### src/hdl/dmacr_pkg.sv
// ---------------------------------------------------------------------------
// dmacr_pkg: shared constants and helpers for the DMA controller registers
// Register map codes, bit positions, write masks and unit-size decode.
// ---------------------------------------------------------------------------
`default_nettype none

package dmacr_pkg;

	// Access kinds
	localparam logic CMD_READ  = 1'b0;
	localparam logic CMD_WRITE = 1'b1;

	// Register map
	localparam logic [7:0] OFF_DMAOR = 8'h40;
	localparam logic [3:0] REG_SAR   = 4'h0;
	localparam logic [3:0] REG_DAR   = 4'h4;
	localparam logic [3:0] REG_TCR   = 4'h8;

	// CHCR bits
	localparam int BIT_DE = 0;
	localparam int BIT_TE = 1;
	localparam int BIT_IE = 2;
	// DMAOR bits
	localparam int BIT_DME = 0;

	localparam logic [3:0]  RS_AUTO    = 4'd4;
	localparam logic [1:0]  MODE_INC   = 2'd1;
	localparam logic [1:0]  MODE_DEC   = 2'd2;

	localparam logic [31:0] OR_MASK    = 32'hFFFF_8201;
	localparam logic [31:0] OR_FLAGS   = 32'h0000_0006;
	localparam logic [31:0] TCR_MASK   = 32'h00FF_FFFF;
	localparam logic [31:0] CC_MASK_LO = 32'hFF0F_FFF7;
	localparam logic [31:0] CC_MASK_HI = 32'hFF0A_FFF7;
	localparam logic [24:0] FULL_COUNT = 25'h100_0000;

	// Launch details handed from the launch unit to the top level
	typedef struct packed {
		logic               ok;
		logic [5:0]         unit_bytes;
		logic [24:0]        count;
		logic signed [6:0]  source_step;
		logic signed [6:0]  dest_step;
		logic [31:0]        sar_next;
		logic [31:0]        dar_next;
	} launch_t;

	// Bytes per unit for a TS code; zero marks an unused code
	function automatic logic [5:0] unit_bytes(input logic [2:0] ts);
		logic [5:0] u;
		case (ts)
			3'd0:    u = 6'd8;
			3'd1:    u = 6'd1;
			3'd2:    u = 6'd2;
			3'd3:    u = 6'd4;
			3'd4:    u = 6'd32;
			default: u = 6'd0;
		endcase
		return u;
	endfunction

	// log2 of the unit size, used to scale the count without a multiplier
	function automatic logic [2:0] unit_shift(input logic [2:0] ts);
		logic [2:0] s;
		case (ts)
			3'd0:    s = 3'd3;
			3'd1:    s = 3'd0;
			3'd2:    s = 3'd1;
			3'd3:    s = 3'd2;
			3'd4:    s = 3'd5;
			default: s = 3'd0;
		endcase
		return s;
	endfunction

endpackage

`default_nettype wire

### src/hdl/dmacr_launch.sv
// ---------------------------------------------------------------------------
// dmacr_launch: transfer launch decode
// Derives unit size, count, signed steps and final addresses of a channel.
// ---------------------------------------------------------------------------
`default_nettype none

module dmacr_launch import dmacr_pkg::*; (
	input  wire logic [31:0] chcr,
	input  wire logic [31:0] sar,
	input  wire logic [31:0] dar,
	input  wire logic [23:0] tcr,
	output launch_t          info
);

	logic [2:0]  ts;
	logic [5:0]  unit;
	logic [2:0]  sh;
	logic [24:0] cnt;
	logic [31:0] delta;
	logic signed [6:0] pos_step;

	always_comb begin
		ts    = chcr[6:4];
		unit  = unit_bytes(ts);
		sh    = unit_shift(ts);
		cnt   = (tcr == 24'd0) ? FULL_COUNT : {1'b0, tcr};
		// count * unit fits in 30 bits; wrap to 32 like the address registers
		delta = {7'd0, cnt} << sh;
		pos_step = signed'({1'b0, unit});

		info.ok         = (unit != 6'd0);
		info.unit_bytes = unit;
		info.count      = cnt;

		case (chcr[13:12])
			MODE_INC: begin
				info.source_step = pos_step;
				info.sar_next    = sar + delta;
			end
			MODE_DEC: begin
				info.source_step = -pos_step;
				info.sar_next    = sar - delta;
			end
			default: begin
				info.source_step = 7'sd0;
				info.sar_next    = sar;
			end
		endcase

		case (chcr[15:14])
			MODE_INC: begin
				info.dest_step = pos_step;
				info.dar_next  = dar + delta;
			end
			MODE_DEC: begin
				info.dest_step = -pos_step;
				info.dar_next  = dar - delta;
			end
			default: begin
				info.dest_step = 7'sd0;
				info.dar_next  = dar;
			end
		endcase
	end

endmodule

`default_nettype wire

### src/hdl/dma_controller_registers.sv
// An accepted access word loads the input register, and its result word loads
// the result register when that register is free or being drained.
// Throughput: one access per cycle while m_tready holds; state updates land at
// the same edge that loads the result, so the next access already sees them.
// Reset: arst_n clears all channel registers and DMAOR to zero at once.
// ---------------------------------------------------------------------------
// dma_controller_registers: four-channel DMA controller register block
// Bus reads and writes of SAR/DAR/TCR/CHCR per channel and the shared DMAOR.
// An auto-request CHCR write reports the transfer for an external mover and
// completes the channel registers immediately.
// ---------------------------------------------------------------------------
`default_nettype none

module dma_controller_registers import dmacr_pkg::*; (
	input  wire logic         clk,
	input  wire logic         arst_n,
	// access word
	input  wire logic         s_tvalid,
	output logic              s_tready,
	input  wire logic [39:0]  s_tdata,   // offset[7:0], write_data[39:8]
	input  wire logic         s_tuser,   // cmd (0 read, 1 write)
	// result word
	output logic              m_tvalid,
	input  wire logic         m_tready,
	// read_data[31:0], copy_channel[33:32], copy_source[65:34],
	// copy_dest[97:66], copy_unit_bytes[103:98], copy_count[128:104],
	// source_step[135:129], dest_step[142:136], irq[143]
	output logic [143:0]      m_tdata,
	output logic              m_tuser    // copy_started
);

	// ---------------- architectural registers ----------------
	logic [31:0] sar_q  [4];
	logic [31:0] dar_q  [4];
	logic [23:0] tcr_q  [4];
	logic [31:0] chcr_q [4];
	logic [31:0] dmaor_q;

	// ---------------- input register ----------------
	logic        valid_s1;
	logic        cmd_s1;
	logic [7:0]  off_s1;
	logic [31:0] wdata_s1;

	// ---------------- result register ----------------
	logic        out_valid_q;
	logic [31:0] rdata_q;
	logic        started_q;
	logic [1:0]  chan_q;
	logic [31:0] src_q;
	logic [31:0] dst_q;
	logic [5:0]  unit_q;
	logic [24:0] count_q;
	logic [6:0]  sstep_q;
	logic [6:0]  dstep_q;
	logic        irq_q;

	logic        advance;
	logic [1:0]  ch;
	logic [3:0]  reg_sel;
	logic        mapped;
	logic        is_or;
	logic        is_wr;
	logic        is_chcr;
	logic [31:0] rd_val;
	logic [31:0] chcr_new;
	logic        go;
	launch_t     info;

	// Move the access forward when the result register is free or draining
	assign advance  = valid_s1 && (!out_valid_q || m_tready);
	assign s_tready = !valid_s1 || advance;

	always_ff @(posedge clk or negedge arst_n) begin
		if (!arst_n) begin
			valid_s1 <= 1'b0;
		end else if (s_tready) begin
			valid_s1 <= s_tvalid;
		end
	end

	always_ff @(posedge clk) begin
		if (s_tvalid && s_tready) begin
			cmd_s1   <= s_tuser;
			off_s1   <= s_tdata[7:0];
			wdata_s1 <= s_tdata[39:8];
		end
	end

	// ---------------- decode ----------------
	always_comb begin
		ch      = off_s1[5:4];
		reg_sel = off_s1[3:0];
		mapped  = (off_s1 < OFF_DMAOR);
		is_or   = (off_s1 == OFF_DMAOR);
		is_wr   = (cmd_s1 == CMD_WRITE);
		is_chcr = (reg_sel != REG_SAR) && (reg_sel != REG_DAR) && (reg_sel != REG_TCR);

		// read mux: offsets above DMAOR read zero
		rd_val = 32'd0;
		if (is_or) begin
			rd_val = dmaor_q;
		end else if (mapped) begin
			case (reg_sel)
				REG_SAR: rd_val = sar_q[ch];
				REG_DAR: rd_val = dar_q[ch];
				REG_TCR: rd_val = {8'd0, tcr_q[ch]};
				default: rd_val = chcr_q[ch];
			endcase
		end

		// TE can only be held by writing 1, never set by a write
		chcr_new = (wdata_s1 & (ch[1] ? CC_MASK_HI : CC_MASK_LO) & ~(32'd1 << BIT_TE))
		         | (chcr_q[ch] & wdata_s1 & (32'd1 << BIT_TE));

		// auto-request launch; reserved unit codes drop the launch quietly
		go = is_wr && mapped && is_chcr && !chcr_new[BIT_TE] && chcr_new[BIT_DE]
		   && dmaor_q[BIT_DME] && (chcr_new[11:8] == RS_AUTO) && info.ok;
	end

	dmacr_launch u_launch (
		.chcr (chcr_new),
		.sar  (sar_q[ch]),
		.dar  (dar_q[ch]),
		.tcr  (tcr_q[ch]),
		.info (info)
	);

	// ---------------- register updates ----------------
	always_ff @(posedge clk or negedge arst_n) begin
		if (!arst_n) begin
			for (int i = 0; i < 4; i++) begin
				sar_q[i]  <= 32'd0;
				dar_q[i]  <= 32'd0;
				tcr_q[i]  <= 24'd0;
				chcr_q[i] <= 32'd0;
			end
			dmaor_q <= 32'd0;
		end else if (advance && is_wr) begin
			if (is_or) begin
				// NMIF and AE: clear on write-zero, hold on write-one
				dmaor_q <= (wdata_s1 & OR_MASK) | (dmaor_q & wdata_s1 & OR_FLAGS);
			end else if (mapped) begin
				case (reg_sel)
					REG_SAR: sar_q[ch] <= wdata_s1;
					REG_DAR: dar_q[ch] <= wdata_s1;
					REG_TCR: tcr_q[ch] <= wdata_s1[23:0];
					default: begin
						if (go) begin
							// complete the transfer at once
							chcr_q[ch] <= chcr_new | (32'd1 << BIT_TE);
							sar_q[ch]  <= info.sar_next;
							dar_q[ch]  <= info.dar_next;
							tcr_q[ch]  <= 24'd0;
						end else begin
							chcr_q[ch] <= chcr_new;
						end
					end
				endcase
			end
		end
	end

	// ---------------- result register ----------------
	always_ff @(posedge clk or negedge arst_n) begin
		if (!arst_n) begin
			out_valid_q <= 1'b0;
		end else if (advance) begin
			out_valid_q <= 1'b1;
		end else if (m_tready) begin
			out_valid_q <= 1'b0;
		end
	end

	always_ff @(posedge clk) begin
		if (advance) begin
			rdata_q   <= is_wr ? 32'd0 : rd_val;
			started_q <= go;
			chan_q    <= go ? ch : 2'd0;
			src_q     <= go ? sar_q[ch] : 32'd0;
			dst_q     <= go ? dar_q[ch] : 32'd0;
			unit_q    <= go ? info.unit_bytes : 6'd0;
			count_q   <= go ? info.count : 25'd0;
			sstep_q   <= go ? info.source_step : 7'd0;
			dstep_q   <= go ? info.dest_step : 7'd0;
			irq_q     <= go && chcr_new[BIT_IE];
		end
	end

	assign m_tvalid = out_valid_q;
	assign m_tuser  = started_q;
	assign m_tdata  = {irq_q, dstep_q, sstep_q, count_q, unit_q, dst_q, src_q, chan_q, rdata_q};

	// ---------------- assertions ----------------
	// a launch always reports a real unit size
	assert property (@(posedge clk) disable iff (!arst_n)
		m_tvalid && m_tuser |-> m_tdata[103:98] != 6'd0)
		else $error("launch reported with zero unit size");

	// without a launch every copy field reads zero
	assert property (@(posedge clk) disable iff (!arst_n)
		m_tvalid && !m_tuser |-> m_tdata[143:32] == 112'd0)
		else $error("copy fields set without a launch");

	// a launched channel ends with TE set and TCR cleared
	assert property (@(posedge clk) disable iff (!arst_n)
		advance && go |=> chcr_q[$past(ch)][BIT_TE] && tcr_q[$past(ch)] == 24'd0)
		else $error("launched channel not completed");

	// a stalled access stays in the input register
	assert property (@(posedge clk) disable iff (!arst_n)
		valid_s1 && !advance |=> valid_s1 && $stable(off_s1) && $stable(cmd_s1))
		else $error("stalled access lost");

endmodule

`default_nettype wire
### config.mk
export PLATFORM = sky130hd
export DESIGN_NAME = dma_controller_registers
export DESIGN_NICKNAME = d
export VERILOG_FILES = /design/src/hdl/dmacr_pkg.sv /design/src/hdl/dmacr_launch.sv /design/src/hdl/dma_controller_registers.sv
export SDC_FILE = /design/constraint.sdc
export NUM_CORES = 2
export LEC_CHECK = 0
export ABC_AREA = 1
export BUFFER_PORTS_ARGS = -buffer_cell sky130_fd_sc_hd__clkbuf_2
export CAP_MARGIN = 40
export CORE_ASPECT_RATIO = 0.7
export CORE_MARGIN = 10
export CORE_UTILIZATION = 30
export CTS_CLUSTER_SIZE = 16
export DETAILED_ROUTE_END_ITERATION = 10
export PLACE_DENSITY_LB_ADDON = 0.25
export SYNTH_ARGS = -nofsm -noshare
export SYNTH_HDL_FRONTEND = slang
export SYNTH_SLANG_ARGS = --single-unit
### constraint.sdc
create_clock -name clk -period 10.3 [get_ports clk]
set_clock_uncertainty 0.2 [all_clocks]
set_input_delay 2.06 -clock clk [delete_from_list [all_inputs] [get_ports clk]]
set_output_delay 2.06 -clock clk [all_outputs]
set_load 0.005 [all_outputs]
Word level (Yosys, flattened, before mapping)
Cells that the tools add are included.
- output and inout port bits: 147
- flip-flop bits (word level): 700
- logic and storage cells: 148
- shift-type cells: 1
- eq/ne operators: 14
- $add $sub $neg: 5
- muxes and demuxes: 43
- reductions and logical operators: 37
- magnitude comparators: 3
- bitwise operators: 13
- operators with widths (operator ; number):
    bitwise mux 128 bit ; 6
    case mux 128 bit (2 select lines) ; 2
    two-way mux 128 bit ; 3
    two-way mux 32 bit ; 9
    binary-select mux 32 bit (select 2 bit) ; 3
    case mux 96 bit (2 select lines) ; 1
    case mux 32 bit (2 select lines) ; 2
    AND 96 bit ; 1
    bitwise mux 96 bit ; 1
    two-way mux 96 bit ; 1
    NOT 96 bit ; 1
    case mux 32 bit (3 select lines) ; 1
    two-way mux 24 bit ; 3
    adder 32 bit ; 2
    demux 32 bit (select 2 bit) ; 1
    subtractor 32 bit ; 2
    binary-select mux 24 bit (select 2 bit) ; 1
    demux 24 bit (select 2 bit) ; 1
    AND 32 bit ; 1
    bitwise OR 32 x 2 -> 32 bit ; 1
    bitwise OR 32 x 3 -> 32 bit ; 1
    << shifter 25 x 3 -> 32 bit ; 1
    case mux 6 bit (5 select lines) ; 1
    case mux 7 bit (2 select lines) ; 2
    other kinds (36) ; 68

Depth between registers and ports, before layout
- depth in word-level cells: 14
- mapped depth: 36
- depth with buffers taken out: 34

Modules after synthesis
From an unflattened synthesis, not the netlist that was laid out.
- cells, all modules: 6151
- area, all modules: 43419.1 um2
- modules (own cells, without submodules) (module ; area each (um2) ; cells each ; seq. area each (um2) ; instances):
    dma_controller_registers ; 35843.1 ; 4660 ; 18172.4 ; 1
    dmacr_launch ; 7576.0 ; 1491 ; 0.0 ; 1

Worst setup path after synthesis
OpenSTA, ideal clock, no wires.
- path type: input-to-reg
- from: input port m_tready
- to: register dar_q[35] (netlist bit)
- library setup time: 125 ps
- stages on the path: 14
- arrival: 6505 ps
- path slack: 3470 ps
- path buffers: 1
- cell sequence: inv_1 -> nand2_1 -> nand2_1 -> inv_1 -> nand2_1 -> nor2_1 -> inv_1 -> nor2_1 -> inv_1 -> a21oi_1 -> inv_2 -> nor2_2 -> buf_2 -> mux2_2
- longest elaborated chain between the ends: 4
- RTL lines (what ; RTL line ; RTL):
    start: declaration ; dma_controller_registers.sv:24 ; input wire logic m_tready,
    logical OR 1 bit ; dma_controller_registers.sv:71 ; assign advance = valid_s1 && (!out_valid_q || m_tready);
    logical AND 1 bit ; dma_controller_registers.sv:71 ;
    named net advance ; dma_controller_registers.sv:58 ; logic advance;
    logical AND 1 bit ; dma_controller_registers.sv:139 ; end else if (advance && is_wr) begin
    AND reduction 5 bit (no source line) ; -- ;
    end signal: indexed assignment ; dma_controller_registers.sv:146 ; REG_DAR: dar_q[ch] <= wdata_s1;
    end signal: indexed assignment ; dma_controller_registers.sv:153 ; dar_q[ch] <= info.dar_next;
    end: declaration ; dma_controller_registers.sv:34 ; logic [31:0] dar_q [4];
The timed path passes the listed nets, and every way through them passes these cells.
A chain may end at the register's enable or synchronous reset.

Final worst setup path
- from: register off_s1[5]
- to: register dar_q[13] (netlist bit)
- longest elaborated chain between the ends: 14
- RTL lines (what ; RTL line ; RTL):
    start: declaration ; dma_controller_registers.sv:42 ; logic [7:0] off_s1;
    start signal: assignment ; dma_controller_registers.sv:85 ; off_s1 <= s_tdata[7:0];
    branches (longest 14 deep; another with subtractor 32 bit) ; -- ;
Several ways; the timed one is not identified. The select of a mux whose other input is x is not followed.

==> impl_metrics.json <==
{
  "status": "complete, no violations",
  "vdd_ir_drop_max_mv": 0.0898,
  "fmax_mhz": 135,
  "rows": 108,
  "final.period_utilization_pct": 71.9,
  "cts_root_buffer": "clkbuf_16",
  "required_ps": 10730,
  "ctsResizeCount": 0,
  "grt_pass1_vias": 33000,
  "timing.rr.start": "off_s1[5]$_DFFE_PP_",
  "relSlewSlack_pct": 34.5,
  "r2r-end": "dar_q[13]$_DFFE_PN0P_",
  "critPathMaxFanout": 23,
  "wire_per_inst_um": 26.2,
  "post-route-util_pct": 34.5,
  "fillers": 13100,
  "r2r_cells": 27,
  "antenna_found_initial": 11,
  "routabilityCongestion": 1.07,
  "setup_viol": 0,
  "worst_pin_slew_ps": 977,
  "drv_cap": 0,
  "syn_area_per_cell_um2": 8.02,
  "crit_type": "reg2reg",
  "syn_nets": 4817,
  "yosys_warnings": 0,
  "area_delta_synth_final_pct": 13.8,
  "syn_inst": 4702,
  "die_area_um2": 141000,
  "final_layout_size_suffix_gt1_share_pct": 11.1,
  "wl_um": 171000,
  "cp-startpoint": "off_s1[5]$_DFFE_PP_",
  "hold_buffers": 0,
  "dr.pass1.iters": 6,
  "final_nets": 4916,
  "die_h_um": 317,
  "drt_iter0_drc": 5106,
  "hp-class": "reg2reg",
  "clk_latency_ps": 700,
  "async_flop_share_pct": 72.3,
  "ys.flop_type": "dfrtp_1",
  "post-cts-setup-buffers": 0,
  "min_to": "chcr_q[50]$_DFFE_PN0P_",
  "startpoint_type": "flip-flop",
  "p_per_area_nw_per_um2": 184,
  "ios": 192,
  "grt_max_degree": 156,
  "multi_input_area_um2": 17200,
  "seq_area_frac_synth_pct": 46.8,
  "vias": 35800,
  "viasPerCell": 5.50,
  "overflow": 0,
  "hold_path_depth": 2,
  "path_clk_slew_ps": 70,
  "end_kind": "flip-flop",
  "setup_tns_ps": 0,
  "top_layer": "met5",
  "yosysUniqueCellTypes": 59,
  "worstHoldStart": "chcr_q[50]$_DFFE_PN0P_",
  "netlist_area_um2": 37700,
  "wl_met1_um": 79700,
  "numCtsBuffers": 72,
  "core_area_um2": 124000,
  "clockBufferDepth": 3,
  "hold_viol_final": 0,
  "met3_length_um": 20000,
  "io_buffers": 190,
  "ys_seq_elements": 668,
  "start_util_pct": 30.3,
  "drv_slew": 0,
  "rsz0062_at_grt": "false",
  "groute.usage.overall_pct": 23.5,
  "cts_tree": "done",
  "grt_pass1_wl_um": 244000,
  "clock_sinks": 668,
  "arrival_ps": 7840,
  "hpwl_um": 122000,
  "synth_edf_count": 185,
  "rrSetupSlack_ps": 2890,
  "fin_crit_ps": 7410,
  "dr_wl_met2_um": 65800,
  "p_leak_uw": 0.0198,
  "ff_latch_area_um2": 17600,
  "ant_nets": 0,
  "die_w_um": 444,
  "htreeDepth": 3,
  "drc_errors": 0
}
## cells in the mapped netlist, types with 4 or more instances
master | n | share of area [%]
nand2_1 | 1012 | 10
dfrtp_1 | 483 | 32
inv_1 | 450 | 4.5
nand3_1 | 427 | 5.7
nor2_1 | 389 | 3.9
o21ai_0 | 338 | 4.5
a21oi_1 | 245 | 3.3
edfxtp_1 | 185 | 15
o21a_1 | 167 | 3.3
o22ai_1 | 159 | 2.6
clkbuf_1 | 156 | 1.6
ha_1 | 68 | 2.3
a22oi_1 | 67 | 1.3
buf_2 | 56 | 0.74
o21ai_1 | 43 | 0.57
xor2_1 | 32 | 0.74
inv_2 | 31 | 0.31
buf_1 | 27 | 0.27
nand4_1 | 27 | 0.45
a22o_1 | 24 | 0.56
nor2_2 | 24 | 0.40
a21boi_0 | 22 | 0.44
nor3_1 | 22 | 0.29
a2bb2oi_1 | 21 | 0.49
nand2_2 | 19 | 0.32
o221ai_1 | 19 | 0.44
nor2_4 | 16 | 0.48
xnor2_1 | 16 | 0.37
a21o_1 | 15 | 0.30
or2_2 | 15 | 0.25
o211ai_1 | 14 | 0.28
o21bai_1 | 13 | 0.26
nand3_2 | 11 | 0.29
buf_4 | 10 | 0.20
a21boi_1 | 8 | 0.16
a21oi_2 | 8 | 0.19
a31oi_1 | 8 | 0.13
buf_6 | 8 | 0.24
and2_1 | 6 | 0.10
mux2i_1 | 5 | 0.13
nand2_4 | 4 | 0.12
nand3b_1 | 4 | 0.080
o31ai_1 | 4 | 0.080
## how the worst max path moves through the flow
stage               slack [ps]                     end  depth (start not counted)
global placement          3150  dar_q[117]$_DFFE_PN0P_                         27
finish                    2890   dar_q[13]$_DFFE_PN0P_                         27
global route              2610   dar_q[55]$_DFFE_PN0P_                         29
CTS                       3280   dar_q[13]$_DFFE_PN0P_                         28
floorplan                 3470   dar_q[35]$_DFFE_PN0P_                         14
detailed placement        3320   dar_q[13]$_DFFE_PN0P_                         28
## cell families after synthesis
family	after synthesis	share of synthesized area, %
mux	8	0.222
flops	668	46.8
fa+ha+maj	70	2.36
simple gates	1983	22.6
other cells	1	0.00994
xor+xnor	49	1.16
compound gates	1182	19.1
buf+inv	741	7.82
## state kept, by name, indices dropped and copies added, names as in the netlist, 2 cells and up
name,cells
chan_q,2
chcr_q,108
count_q,25
dar_q,128
dmaor_q,21
dst_q,32
dstep_q,7
off_s1,8
rdata_q,32
sar_q,128
src_q,32
sstep_q,7
tcr_q,96
unit_q,5
wdata_s1,32
## layout make-up
cell class	instances	share of cell area [%]
well taps	1650	4.81
diodes	3	0.0175
clock inverters	38	1.06
clock buffers	94	4.51
multi-input cells	3293	40.1
repair buffers	282	4.21
flip-flops and latches	668	41.1
inverters	484	4.24
## stage by stage
step / worst slack [ps] / cells / total power, uW / cell area, um^2 / hold slack [ps]
3_5_place_dp: 3320 / 6376 / 5140 / 40500 / 252
5_1_grt: 2610 / 6511 / 8240 / 42900 / 297
4_1_cts: 3280 / 6508 / 7890 / 42900 / 270
3_3_place_gp: 3150 / 6367 / 5140 / 40300 / 249
6_report: 2890 / 6512 / 7910 / 42900 / 275
2_1_floorplan: 3470 / 4702 / 4330 / 37700 / 237
## per-layer routing
metal	up-vias	track usage, %
met2	1947	31.5
met5	-	0
met3	251	7.00
met4	2	6.70
met1	17500	35.6
li1	16100	-
## placed cells by master (no fill, tap or decap), types with 67 or more instances in the layout
cell,synthesis,layout
a21oi_1,245,244
ha_1,68,68
edfxtp_1,185,185
nand3_1,427,426
clkbuf_2,0,189
nand2_1,1012,1011
o22ai_1,159,159
clkbuf_16,0,73
o21a_1,167,167
nor2_1,389,379
inv_1,450,447
a22oi_1,67,67
dfrtp_1,483,483
o21ai_0,338,338
buf_4,10,82
## critical path, cell delays in order, from the launching register on
cell	delay [ps]
edfxtp_1	810
buf_4	370
nand2_4	300
inv_2	610
buf_4	560
nand2_1	90
nand2_1	120
nor2_4	70
nand2_1	90
nand3_2	120
ha_1	230
nand2_1	110
nor2_4	50
xor2_1	150
nand2_1	60
o21ai_0	360
ha_1	470
inv_1	100
o21ai_0	200
a21oi_1	90
nand2_1	170
a21oi_1	140
o21ai_0	650
xnor2_1	330
o21ai_0	500
nand2_1	100
nand3_1	90
o21a_1	120
## power by group
group | switching, uW | internal [uW]
Clock | 1210 | 1540
Sequential | 123 | 2990
Combinational | 1470 | 572
Power figures use the tool's default switching activity.
